--- src/rtl/xbs_pkg.sv ---
`default_nettype none
package xbs_pkg;

  localparam int BLOCK_BYTES = 128;
  localparam int ADDR_W      = $clog2(BLOCK_BYTES);
  localparam int CNT_W       = ADDR_W + 1;
  localparam int IDX_W       = 8;
  localparam int BYTE_W      = 8;
  localparam int CMD_W       = 2;
  localparam int LIMIT_W     = 4;
  localparam int CFG_IDX_W   = 1;
  localparam int CFG_DATA_W  = 8;
  localparam int QDEPTH      = 4;
  localparam int QPTR_W      = $clog2(QDEPTH);
  localparam int QCNT_W      = QPTR_W + 1;

  localparam logic [CNT_W-1:0]   FILL_FULL    = CNT_W'(BLOCK_BYTES);
  localparam logic [IDX_W-1:0]   IDX_DATA0    = IDX_W'(3);
  localparam logic [IDX_W-1:0]   IDX_CHECK_HI = IDX_W'(BLOCK_BYTES + 3);
  localparam logic [IDX_W-1:0]   IDX_CHECK_LO = IDX_W'(BLOCK_BYTES + 4);
  localparam logic [QCNT_W-1:0]  QFULL        = QCNT_W'(QDEPTH);

  localparam logic [15:0]        CRC_POLY     = 16'h1021;

  localparam logic [BYTE_W-1:0]  SYM_SOH      = 8'h01;
  localparam logic [BYTE_W-1:0]  SYM_EOT      = 8'h04;
  localparam logic [BYTE_W-1:0]  SYM_ACK      = 8'h06;
  localparam logic [BYTE_W-1:0]  SYM_NAK      = 8'h15;
  localparam logic [BYTE_W-1:0]  SYM_CAN      = 8'h18;
  localparam logic [BYTE_W-1:0]  SYM_CRC_REQ  = 8'h43;

  localparam logic [LIMIT_W-1:0] LIMIT_RESET  = 4'd6;
  localparam logic [BYTE_W-1:0]  PAD_RESET    = 8'd26;
  localparam logic [BYTE_W-1:0]  BLKNUM_RESET = 8'd1;

  localparam logic [CFG_IDX_W-1:0] REG_HANDSHAKE_LIMIT = 1'd0;
  localparam logic [CFG_IDX_W-1:0] REG_PAD_VALUE       = 1'd1;

  typedef enum logic [CMD_W-1:0] {
    CMD_SOURCE  = 2'd0,
    CMD_END     = 2'd1,
    CMD_RECEIVE = 2'd2,
    CMD_SLOT    = 2'd3
  } cmd_t;

  typedef enum logic [2:0] {
    ST_HANDSHAKE = 3'd0,
    ST_LOADING   = 3'd1,
    ST_SENDING   = 3'd2,
    ST_AWAIT     = 3'd3,
    ST_DONE      = 3'd4,
    ST_FAILED    = 3'd5
  } status_t;

  typedef enum logic [7:0] {
    PH_HANDSHAKE = 8'b0000_0001,
    PH_LOADING   = 8'b0000_0010,
    PH_SENDING   = 8'b0000_0100,
    PH_AWAIT     = 8'b0000_1000,
    PH_EOT_SEND  = 8'b0001_0000,
    PH_EOT_WAIT  = 8'b0010_0000,
    PH_DONE      = 8'b0100_0000,
    PH_FAILED    = 8'b1000_0000
  } phase_t;

  // One classified item as it sits in the queue between front and back.
  typedef struct packed {
    cmd_t              cmd;
    logic [BYTE_W-1:0] value;
    logic              is_crc_req;
    logic              is_nak;
    logic              is_ack;
    logic              is_can;
  } item_t;

  // Queue head as seen by the back end.
  typedef struct packed {
    logic  valid;
    item_t item;
  } head_t;

  typedef struct packed {
    logic                  we;
    logic [CFG_IDX_W-1:0]  index;
    logic [CFG_DATA_W-1:0] data;
  } cfg_t;

  typedef struct packed {
    logic              tx_valid;
    logic [BYTE_W-1:0] tx_byte;
    logic              ready_for_data;
    status_t           status;
  } result_t;

  // CRC-16, polynomial 0x1021, MSB first, one byte per call.
  function automatic logic [15:0] crc16_byte(input logic [15:0] crc,
                                             input logic [BYTE_W-1:0] b);
    logic [15:0] c;
    c = crc ^ {b, 8'h00};
    for (int i = 0; i < 8; i++) begin
      if (c[15]) begin
        c = {c[14:0], 1'b0} ^ CRC_POLY;
      end else begin
        c = {c[14:0], 1'b0};
      end
    end
    return c;
  endfunction

endpackage
`default_nettype wire

--- src/rtl/xbs_channels.sv ---
`default_nettype none
interface xbs_in_if import xbs_pkg::*; ();
  logic              valid;
  logic              ready;
  logic [CMD_W-1:0]  command;
  logic [BYTE_W-1:0] value;

  modport source(output valid, output command, output value, input ready);
  modport sink(input valid, input command, input value, output ready);
endinterface

interface xbs_out_if import xbs_pkg::*; ();
  logic              valid;
  logic              ready;
  logic              tx_valid;
  logic [BYTE_W-1:0] tx_byte;
  logic              ready_for_data;
  logic [2:0]        status;

  modport source(output valid, output tx_valid, output tx_byte, output ready_for_data,
                 output status, input ready);
  modport sink(input valid, input tx_valid, input tx_byte, input ready_for_data,
               input status, output ready);
endinterface
`default_nettype wire

--- src/rtl/xbs_ram.sv ---
`default_nettype none
module xbs_ram #(
  parameter int WIDTH = 8,
  parameter int DEPTH = 128
) (
  input  wire logic                     clk,
  input  wire logic                     we,
  input  wire logic [$clog2(DEPTH)-1:0] waddr,
  input  wire logic [WIDTH-1:0]         wdata,
  input  wire logic [$clog2(DEPTH)-1:0] raddr,
  output logic      [WIDTH-1:0]         rdata
);

  logic [WIDTH-1:0] mem [DEPTH];

  always_ff @(posedge clk) begin
    if (we) begin
      mem[waddr] <= wdata;
    end
    rdata <= mem[raddr];
  end

endmodule
`default_nettype wire

--- src/rtl/xbs_front.sv ---
`default_nettype none
module xbs_front import xbs_pkg::*; (
  input  wire logic clk,
  input  wire logic rst,
  xbs_in_if.sink    items,
  input  wire logic pop,
  output head_t     head
);

  item_t              q [QDEPTH];
  logic [QPTR_W-1:0]  wr_ptr;
  logic [QPTR_W-1:0]  rd_ptr;
  logic [QCNT_W-1:0]  count;
  logic               push;
  logic               do_pop;
  item_t              incoming;

  // Classify the item once on entry so the back end only sees flags.
  always_comb begin
    incoming.cmd        = cmd_t'(items.command);
    incoming.value      = items.value;
    incoming.is_crc_req = (items.value == SYM_CRC_REQ);
    incoming.is_nak     = (items.value == SYM_NAK);
    incoming.is_ack     = (items.value == SYM_ACK);
    incoming.is_can     = (items.value == SYM_CAN);
  end

  assign items.ready = (count != QFULL);
  assign push        = items.valid && items.ready;
  assign do_pop      = pop && (count != '0);

  assign head.valid  = (count != '0);
  assign head.item   = q[rd_ptr];

  always_ff @(posedge clk) begin
    if (push) begin
      q[wr_ptr] <= incoming;
    end
  end

  always_ff @(posedge clk) begin
    if (rst) begin
      wr_ptr <= '0;
      rd_ptr <= '0;
      count  <= '0;
    end else begin
      if (push) begin
        wr_ptr <= wr_ptr + 1'b1;
      end
      if (do_pop) begin
        rd_ptr <= rd_ptr + 1'b1;
      end
      if (push && !do_pop) begin
        count <= count + 1'b1;
      end else if (do_pop && !push) begin
        count <= count - 1'b1;
      end
    end
  end

endmodule
`default_nettype wire

--- src/rtl/xbs_back.sv ---
`default_nettype none
module xbs_back import xbs_pkg::*; (
  input  wire logic  clk,
  input  wire logic  rst,
  input  wire cfg_t  cfg,
  input  wire head_t head,
  output logic       pop,
  xbs_out_if.source  results
);

  phase_t             phase, phase_next;
  logic               crc_mode, crc_mode_next;
  logic [BYTE_W-1:0]  block_number, block_number_next;
  logic [CNT_W-1:0]   fill_count, fill_count_next;
  logic [IDX_W-1:0]   send_index, send_index_next;
  logic [15:0]        crc_acc, crc_acc_next;
  logic [BYTE_W-1:0]  sum_acc, sum_acc_next;
  logic [LIMIT_W-1:0] tries_seen, tries_seen_next;
  logic               source_ended, source_ended_next;
  logic [LIMIT_W-1:0] handshake_limit;
  logic [BYTE_W-1:0]  pad_value;

  logic               out_valid;
  result_t            out_res;
  result_t            res_next;

  logic               ram_we;
  logic [BYTE_W-1:0]  ram_rdata;
  logic [ADDR_W-1:0]  ram_raddr;
  logic [IDX_W-1:0]   data_pos;
  logic [IDX_W-1:0]   last_index;
  logic [BYTE_W-1:0]  data_byte;
  logic               accepting;
  logic               accepting_next;

  // The buffer is read ahead: the address follows the next send index so
  // the registered data lines up with the byte due at the next slot.
  assign data_pos  = send_index_next - IDX_DATA0;
  assign ram_raddr = data_pos[ADDR_W-1:0];

  xbs_ram #(
    .WIDTH(BYTE_W),
    .DEPTH(BLOCK_BYTES)
  ) u_buffer (
    .clk   (clk),
    .we    (ram_we),
    .waddr (fill_count[ADDR_W-1:0]),
    .wdata (head.item.value),
    .raddr (ram_raddr),
    .rdata (ram_rdata)
  );

  assign pop = head.valid && (!out_valid || results.ready);

  assign accepting = ((phase == PH_HANDSHAKE) || (phase == PH_LOADING)) &&
                     (fill_count < FILL_FULL) && !source_ended;

  assign last_index = crc_mode ? IDX_CHECK_LO : IDX_CHECK_HI;
  assign data_byte  = ((send_index - IDX_DATA0) < IDX_W'(fill_count)) ? ram_rdata : pad_value;

  always_comb begin
    phase_next        = phase;
    crc_mode_next     = crc_mode;
    block_number_next = block_number;
    fill_count_next   = fill_count;
    send_index_next   = send_index;
    crc_acc_next      = crc_acc;
    sum_acc_next      = sum_acc;
    tries_seen_next   = tries_seen;
    source_ended_next = source_ended;
    ram_we            = 1'b0;
    res_next.tx_valid = 1'b0;
    res_next.tx_byte  = '0;

    if (pop) begin
      unique case (head.item.cmd)
        CMD_SOURCE: begin
          if (accepting) begin
            ram_we          = 1'b1;
            fill_count_next = fill_count + 1'b1;
            if ((phase == PH_LOADING) && (fill_count_next >= FILL_FULL)) begin
              send_index_next = '0;
              crc_acc_next    = '0;
              sum_acc_next    = '0;
              phase_next      = PH_SENDING;
            end
          end
        end
        CMD_END: begin
          if (!source_ended) begin
            source_ended_next = 1'b1;
            if (phase == PH_LOADING) begin
              if (fill_count != '0) begin
                send_index_next = '0;
                crc_acc_next    = '0;
                sum_acc_next    = '0;
                phase_next      = PH_SENDING;
              end else begin
                phase_next = PH_EOT_SEND;
              end
            end
          end
        end
        CMD_RECEIVE: begin
          if (phase == PH_HANDSHAKE) begin
            if (head.item.is_crc_req || head.item.is_nak) begin
              crc_mode_next = head.item.is_crc_req;
              // Pick up whatever the source has already buffered.
              if ((fill_count >= FILL_FULL) || (source_ended && (fill_count != '0))) begin
                send_index_next = '0;
                crc_acc_next    = '0;
                sum_acc_next    = '0;
                phase_next      = PH_SENDING;
              end else if (source_ended) begin
                phase_next = PH_EOT_SEND;
              end else begin
                phase_next = PH_LOADING;
              end
            end else begin
              tries_seen_next = tries_seen + 1'b1;
              if (tries_seen_next >= handshake_limit) begin
                phase_next = PH_FAILED;
              end
            end
          end else if (phase == PH_AWAIT) begin
            if (head.item.is_ack) begin
              block_number_next = block_number + 1'b1;
              fill_count_next   = '0;
              phase_next        = source_ended ? PH_EOT_SEND : PH_LOADING;
            end else if (head.item.is_nak) begin
              send_index_next = '0;
              crc_acc_next    = '0;
              sum_acc_next    = '0;
              phase_next      = PH_SENDING;
            end else if (head.item.is_can) begin
              phase_next = PH_FAILED;
            end
          end else if (phase == PH_EOT_WAIT) begin
            phase_next = head.item.is_ack ? PH_DONE : PH_EOT_SEND;
          end
        end
        CMD_SLOT: begin
          if (phase == PH_SENDING) begin
            res_next.tx_valid = 1'b1;
            if (send_index == '0) begin
              res_next.tx_byte = SYM_SOH;
            end else if (send_index == IDX_W'(1)) begin
              res_next.tx_byte = block_number;
            end else if (send_index == IDX_W'(2)) begin
              res_next.tx_byte = ~block_number;
            end else if (send_index < IDX_CHECK_HI) begin
              res_next.tx_byte = data_byte;
              crc_acc_next     = crc16_byte(crc_acc, data_byte);
              sum_acc_next     = sum_acc + data_byte;
            end else if (send_index == IDX_CHECK_HI) begin
              res_next.tx_byte = crc_mode ? crc_acc[15:8] : sum_acc;
            end else begin
              res_next.tx_byte = crc_acc[7:0];
            end
            if (send_index >= last_index) begin
              phase_next = PH_AWAIT;
            end else begin
              send_index_next = send_index + 1'b1;
            end
          end else if (phase == PH_EOT_SEND) begin
            res_next.tx_valid = 1'b1;
            res_next.tx_byte  = SYM_EOT;
            phase_next        = PH_EOT_WAIT;
          end
        end
        default: begin
        end
      endcase
    end

    accepting_next = ((phase_next == PH_HANDSHAKE) || (phase_next == PH_LOADING)) &&
                     (fill_count_next < FILL_FULL) && !source_ended_next;
    res_next.ready_for_data = accepting_next;

    unique case (phase_next)
      PH_HANDSHAKE:            res_next.status = ST_HANDSHAKE;
      PH_LOADING:              res_next.status = ST_LOADING;
      PH_SENDING, PH_EOT_SEND: res_next.status = ST_SENDING;
      PH_AWAIT, PH_EOT_WAIT:   res_next.status = ST_AWAIT;
      PH_DONE:                 res_next.status = ST_DONE;
      default:                 res_next.status = ST_FAILED;
    endcase
  end

  always_ff @(posedge clk) begin
    if (rst) begin
      phase           <= PH_HANDSHAKE;
      crc_mode        <= 1'b0;
      block_number    <= BLKNUM_RESET;
      fill_count      <= '0;
      send_index      <= '0;
      crc_acc         <= '0;
      sum_acc         <= '0;
      tries_seen      <= '0;
      source_ended    <= 1'b0;
      handshake_limit <= LIMIT_RESET;
      pad_value       <= PAD_RESET;
      out_valid       <= 1'b0;
    end else begin
      phase        <= phase_next;
      crc_mode     <= crc_mode_next;
      block_number <= block_number_next;
      fill_count   <= fill_count_next;
      send_index   <= send_index_next;
      crc_acc      <= crc_acc_next;
      sum_acc      <= sum_acc_next;
      tries_seen   <= tries_seen_next;
      source_ended <= source_ended_next;
      if (cfg.we) begin
        unique case (cfg.index)
          REG_HANDSHAKE_LIMIT: handshake_limit <= cfg.data[LIMIT_W-1:0];
          REG_PAD_VALUE:       pad_value       <= cfg.data;
          default: begin
          end
        endcase
      end
      if (pop) begin
        out_valid <= 1'b1;
      end else if (results.ready) begin
        out_valid <= 1'b0;
      end
    end
  end

  always_ff @(posedge clk) begin
    if (pop) begin
      out_res <= res_next;
    end
  end

  assign results.valid          = out_valid;
  assign results.tx_valid       = out_res.tx_valid;
  assign results.tx_byte        = out_res.tx_byte;
  assign results.ready_for_data = out_res.ready_for_data;
  assign results.status         = out_res.status;

endmodule
`default_nettype wire

--- src/rtl/xmodem_block_sender_core.sv ---
// XMODEM block sender.
// Items enter on the items channel (valid/ready): command 0 is a source byte,
// 1 marks the end of the source, 2 is a byte received from the link and 3 is
// a transmit slot. Every item yields exactly one result on the results channel:
// the byte sent in that slot (tx_valid, tx_byte), whether the block buffer
// still takes source bytes, and the status after the item.
// An accepted item is queued; its result is registered as the item leaves
// the queue head with the output free. Throughput is one item per cycle while
// results are taken: the back end executes one queued item per cycle, set by
// its byte-wide CRC-16 update and the registered read of the 128-byte block
// buffer, which is addressed ahead. A four-entry queue sits between the
// classifying front end and the back end, and the result register frees the
// back end whenever the receiver takes it. When the receiver stalls, the
// result holds, the back end stops, and ready falls once four items are queued.
// Configuration writes (index 0 handshake limit, index 1 pad byte) take
// effect on the next edge and belong in idle periods.
// Reset is synchronous and active high; it empties the queue, drops the
// result, returns to the handshake wait and restores both registers to their
// default values. The buffer needs no clearing pass.
`default_nettype none
module xmodem_block_sender_core import xbs_pkg::*; (
  input  wire logic                  clk,
  input  wire logic                  rst,
  xbs_in_if.sink                     items,
  xbs_out_if.source                  results,
  input  wire logic                  write_enable,
  input  wire logic [CFG_IDX_W-1:0]  reg_index,
  input  wire logic [CFG_DATA_W-1:0] write_data
);

  head_t head;
  logic  pop;
  cfg_t  cfg;

  // Configuration write bundled for the back end, which owns the registers.
  assign cfg.we    = write_enable;
  assign cfg.index = reg_index;
  assign cfg.data  = write_data;

  // Front end: accepts items, classifies received bytes and queues them.
  xbs_front u_front (
    .clk   (clk),
    .rst   (rst),
    .items (items),
    .pop   (pop),
    .head  (head)
  );

  // Back end: protocol state, block buffer, check computation and result.
  xbs_back u_back (
    .clk     (clk),
    .rst     (rst),
    .cfg     (cfg),
    .head    (head),
    .pop     (pop),
    .results (results)
  );

endmodule
`default_nettype wire

--- src/flat_wrapper.sv ---
// flat-port wrapper written by rule: the top's interface ports become plain ports
module xmodem_block_sender_core_flat import xbs_pkg::*;
  (clk, rst, write_enable, reg_index, write_data, items_valid, items_command, items_value, items_ready, results_valid, results_tx_valid, results_tx_byte, results_ready_for_data, results_status, results_ready);
  xbs_in_if items_i ();
  xbs_out_if results_i ();
  input  wire logic clk;
  input  wire logic rst;
  input  wire logic write_enable;
  input  wire logic [CFG_IDX_W-1:0] reg_index;
  input  wire logic [CFG_DATA_W-1:0] write_data;
  input wire logic [$bits(items_i.valid)-1:0] items_valid;
  input wire logic [$bits(items_i.command)-1:0] items_command;
  input wire logic [$bits(items_i.value)-1:0] items_value;
  output wire logic [$bits(items_i.ready)-1:0] items_ready;
  output wire logic [$bits(results_i.valid)-1:0] results_valid;
  output wire logic [$bits(results_i.tx_valid)-1:0] results_tx_valid;
  output wire logic [$bits(results_i.tx_byte)-1:0] results_tx_byte;
  output wire logic [$bits(results_i.ready_for_data)-1:0] results_ready_for_data;
  output wire logic [$bits(results_i.status)-1:0] results_status;
  input wire logic [$bits(results_i.ready)-1:0] results_ready;
  assign items_i.valid = items_valid;
  assign items_i.command = items_command;
  assign items_i.value = items_value;
  assign items_ready = items_i.ready;
  assign results_valid = results_i.valid;
  assign results_tx_valid = results_i.tx_valid;
  assign results_tx_byte = results_i.tx_byte;
  assign results_ready_for_data = results_i.ready_for_data;
  assign results_status = results_i.status;
  assign results_i.ready = results_ready;
  xmodem_block_sender_core u_core (.clk(clk), .rst(rst), .items(items_i), .results(results_i), .write_enable(write_enable), .reg_index(reg_index), .write_data(write_data));
endmodule
--- config.mk ---
export PLATFORM = sky130hd
export DESIGN_NAME = xmodem_block_sender_core_flat
export DESIGN_NICKNAME = d
export VERILOG_FILES = /design/src/rtl/xbs_pkg.sv /design/src/rtl/xbs_channels.sv /design/src/rtl/xbs_ram.sv /design/src/rtl/xbs_front.sv /design/src/rtl/xbs_back.sv /design/src/rtl/xmodem_block_sender_core.sv /design/src/flat_wrapper.sv
export SDC_FILE = /design/constraint.sdc
export NUM_CORES = 2
export LEC_CHECK = 0
export ABC_AREA = 0
export ABC_CLOCK_PERIOD_IN_PS = 7050
export BUFFER_PORTS_ARGS = -buffer_cell sky130_fd_sc_hd__buf_2
export CORE_MARGIN = 2
export CORE_UTILIZATION = 48
export CTS_BUF_LIST = sky130_fd_sc_hd__clkbuf_4
export CTS_CLUSTER_SIZE = 14
export DETAILED_ROUTE_END_ITERATION = 8
export GPL_TIMING_DRIVEN = 0
export HOLD_SLACK_MARGIN = 0.1
export PLACE_DENSITY = 0.74
export SYNTH_ARGS = -nofsm -noshare
export SYNTH_HDL_FRONTEND = slang
export SYNTH_SLANG_ARGS = --single-unit
--- constraint.sdc ---
create_clock -name clk -period 7.05 [get_ports clk]
set_input_delay 0.705 -clock clk [delete_from_list [all_inputs] [get_ports clk]]
set_output_delay 0.705 -clock clk [all_outputs]
set_load 0.03 [all_outputs]
==> results_dict.tcl <==
set metrics [dict create \
    grt_pass1_vias 32800 \
    p_seq_frac 0.518 \
    synth_area_mm2 0.0495 \
    crit_required_ps 8120 \
    p_int_uw 12200 \
    wl_per_cell_um 30.3 \
    worstPathMaxFanout 10 \
    synth_nets 3315 \
    antenna_found_initial 5 \
    final_cell_mix "edfxtp_1 (1093), clkbuf_4 (462), nor2_1 (276), nand2_1 (246), mux4_2 (140)" \
    place_hpwl_mm 105 \
    via_per_inst 6.41 \
    fin_crit_sh 1.01 \
    p_leak_uw 0.0188 \
    slew_headroom 0.0320 \
    tightestPinTransition_ps 1450 \
    drcViolationCount 0 \
    power.density_mw_per_mm2 300 \
    initial_core_util 0.485 \
    die_h_um 325 \
    dr_total_vias 33400 \
    cts_root_buffer "clkbuf_4" \
    setup_viol 4 \
    setup_ws_ps -44.9 \
    vdd_drop_max_v 0.000218 \
    drive_gt1_frac 0.224 \
    synth_cells 3254 \
    synth_top_flop_cell "edfxtp_1" \
    core_mm2 0.102 \
    cts_num_sinks 1185 \
    port_buffers 37 \
    grt_usage 0.294 \
    status "complete, but fails checks" \
    cts_tree "done" \
    dp.cells 4668 \
    die_w_um 325 \
    synth-seq-cells 1185 \
    clkLatencyLatePin_ps 1260 \
    dieArea_mm2 0.106 \
    postRouteAntennaNets 0 \
    p_clk_frac 0.343 \
    power.switching_uw 4620 \
    grt_pass1_wl_mm 223 \
    cp-start-kind "register" \
    place_congestion 1.03 \
    finalMaxSlewViolations 0 \
    area_growth_pct 13.6 \
    fillers 8177 \
    post_layout_nonfiller_instances 5217 \
    nets 3711 \
    synth_cell_types 97 \
    clkTransAtPathRegs_ps 60 \
    wl_mm 158 \
    final_common_cell "edfxtp_1" \
    yosysWarnings 0 \
    clock.fmax_mhz 141 \
    cts_buffer_depth 4 \
    top_level_ports 39 \
    synthArstFlopShare 0 \
    finalClockSkew_ps 130 \
    fin_total_pwr_uw 16800 \
    avgSynthCellArea_um2 15.2 \
    drt_iter0_markers 4987 \
    dr.pass1.iters 8 \
    worst_setup_path_end_kind "register" \
    hold_viol_final 0 \
    timing.hold.ws_ps 223 \
    hold_path.class "input pin to register" \
    maxCapViolCount 0 \
    swShare 0.274 \
    yosysSeqAreaShare 0.700 \
    grt_max_degree 95 \
    violations "setup timing" \
    num_rows 117 \
    synth_edf_count 1093 \
    p_comb_frac 0.139 \
    crit_arrival_ps 8170 \
    grt_remaining_overflow 0 \
    numCtsBuffers 309 \
    crit_type "register to register" \
    cts-htree-levels 5 \
    fin_crit_ps 7090 \
]
[cell families (layout without fill, tap and decap cells)]
logic type                 after synthesis  after routing  synth area share
DFF                                   1185           1185             0.700
and+or+nand+nor                        916            916            0.0884
AOI/OAI and AO/OA                      589            589            0.0843
muxes                                  248            248            0.0878
buffers and inverters                  236            824            0.0216
xor gates and xnor gates                43             43           0.00776
adders and majority gates               37             37           0.00966
other                                    0              7                 0
[synth_stat cells (33+ instances only)]
library cell	number	area [um2]
buf_2	37	185
nand2_1	246	923
ha_1	35	438
mux2i_1	90	901
nor3_1	67	335
nand3_1	66	330
dfxtp_1	92	1840
o21ai_0	51	255
o221ai_1	33	289
a21oi_1	93	465
o22ai_1	90	563
mux4_2	148	3330
and3_1	82	513
clkbuf_1	128	480
nor2_1	280	1050
edfxtp_1	1093	32800
nor2b_1	45	282
a211oi_1	99	743
[registers in the layout (all words and copies together) (netlist names), 4 cells and up, named ones only]
register,flops
u_core.u_front.q,56
u_core.u_back.u_buffer.mem,1024
u_core.u_back.block_number,8
u_core.u_back.sum_acc,8
u_core.u_back.send_index,8
u_core.u_back.tries_seen,4
u_core.u_back.handshake_limit,4
u_core.u_back.u_buffer.rdata,8
u_core.u_back.crc_acc,16
u_core.u_back.results.tx_byte,8
u_core.u_back.fill_count,8
u_core.u_back.phase,8
u_core.u_back.pad_value,8
[critical path, stage by stage, from the launching register on]
cell	delay, ps
dfxtp_1	300
clkbuf_1	280
or4_1	660
buf_2	260
nor2_2	210
o21ai_2	120
and2_1	300
a21oi_4	240
nor2_4	110
buf_6	190
inv_2	250
buf_4	280
buf_4	320
buf_6	280
ha_2	330
or3_1	220
o211a_1	370
clkbuf_2	350
clkbuf_4	380
clkbuf_4	370
a211oi_1	80
a31oi_1	420
a21oi_1	250
a22oi_2	370
[layer usage]
layer | routed length [um] | global-route usage | vias up
met5 | 13 | 0 | -
met4 | 9840 | 0.167 | 2
met3 | 19500 | 0.0859 | 555
met2 | 72500 | 0.461 | 2617
met1 | 56000 | 0.367 | 16400
li1 | - | - | 13900
[power groups by stage]
stage / clock, uW / sequential [uW] / combinational (uW)
after global placement: 0 / 8970 / 2070
after floorplan: 0 / 8950 / 1200
after CTS: 5790 / 8720 / 2300
after global routing: 6150 / 8730 / 2480
after detailed placement: 0 / 8870 / 2270
final: 5770 / 8720 / 2340
[stage by stage]
step	worst slack, ps	setup TNS, ps	instance area, um2	util
after floorplan	1180	0	49500	-
after global placement	-2810	-21190	51400	0.504
after detailed placement	-2890	-21790	51600	0.506
after CTS	26.2	0	56000	0.549
after global routing	-24.4	-24.4	56200	0.551
final	-44.9	-123	56200	0.551
[path summary, 6_finish.rpt]
path,startpoint,endpoint,slack [ps],depth (start not counted)
max reg2reg,u_core.u_back.fill_count[4]$_SDFFE_PP0P_,u_core.u_back.u_buffer.rdata[4]$_DFF_P_,-40,23
max,u_core.u_back.fill_count[4]$_SDFFE_PP0P_,u_core.u_back.u_buffer.rdata[4]$_DFF_P_,-40,23
min,reg_index,u_core.u_back.handshake_limit[2]$_SDFFE_PP1P_,220,5
min reg2reg,u_core.u_back.results.valid$_SDFFE_PP0P_,u_core.u_back.results.valid$_SDFFE_PP0P_,480,2
[what timing repair did]
action,4_1_cts,5_1_grt
hold buffers,35,0
pin swaps,5,4
endpoints found under the hold margin,76,0
resized for setup,123,49
buffers inserted,6,0
endpoints found under the setup margin,8,8
[final cells by class]
type / count / area (um2) / area share
Buffer: 204 / 1120 / 0.0199
Sequential cell: 1185 / 34700 / 0.617
Clock buffer: 440 / 3300 / 0.0588
Tap cell: 1368 / 1710 / 0.0305
Clock inverter: 63 / 375 / 0.00668
Timing Repair Buffer: 87 / 818 / 0.0146
Multi-Input combinational cell: 1833 / 14100 / 0.250
Antenna cell: 7 / 17.5 / 0.000312
Inverter: 30 / 113 / 0.00200
Power figures use the tool's default switching activity.
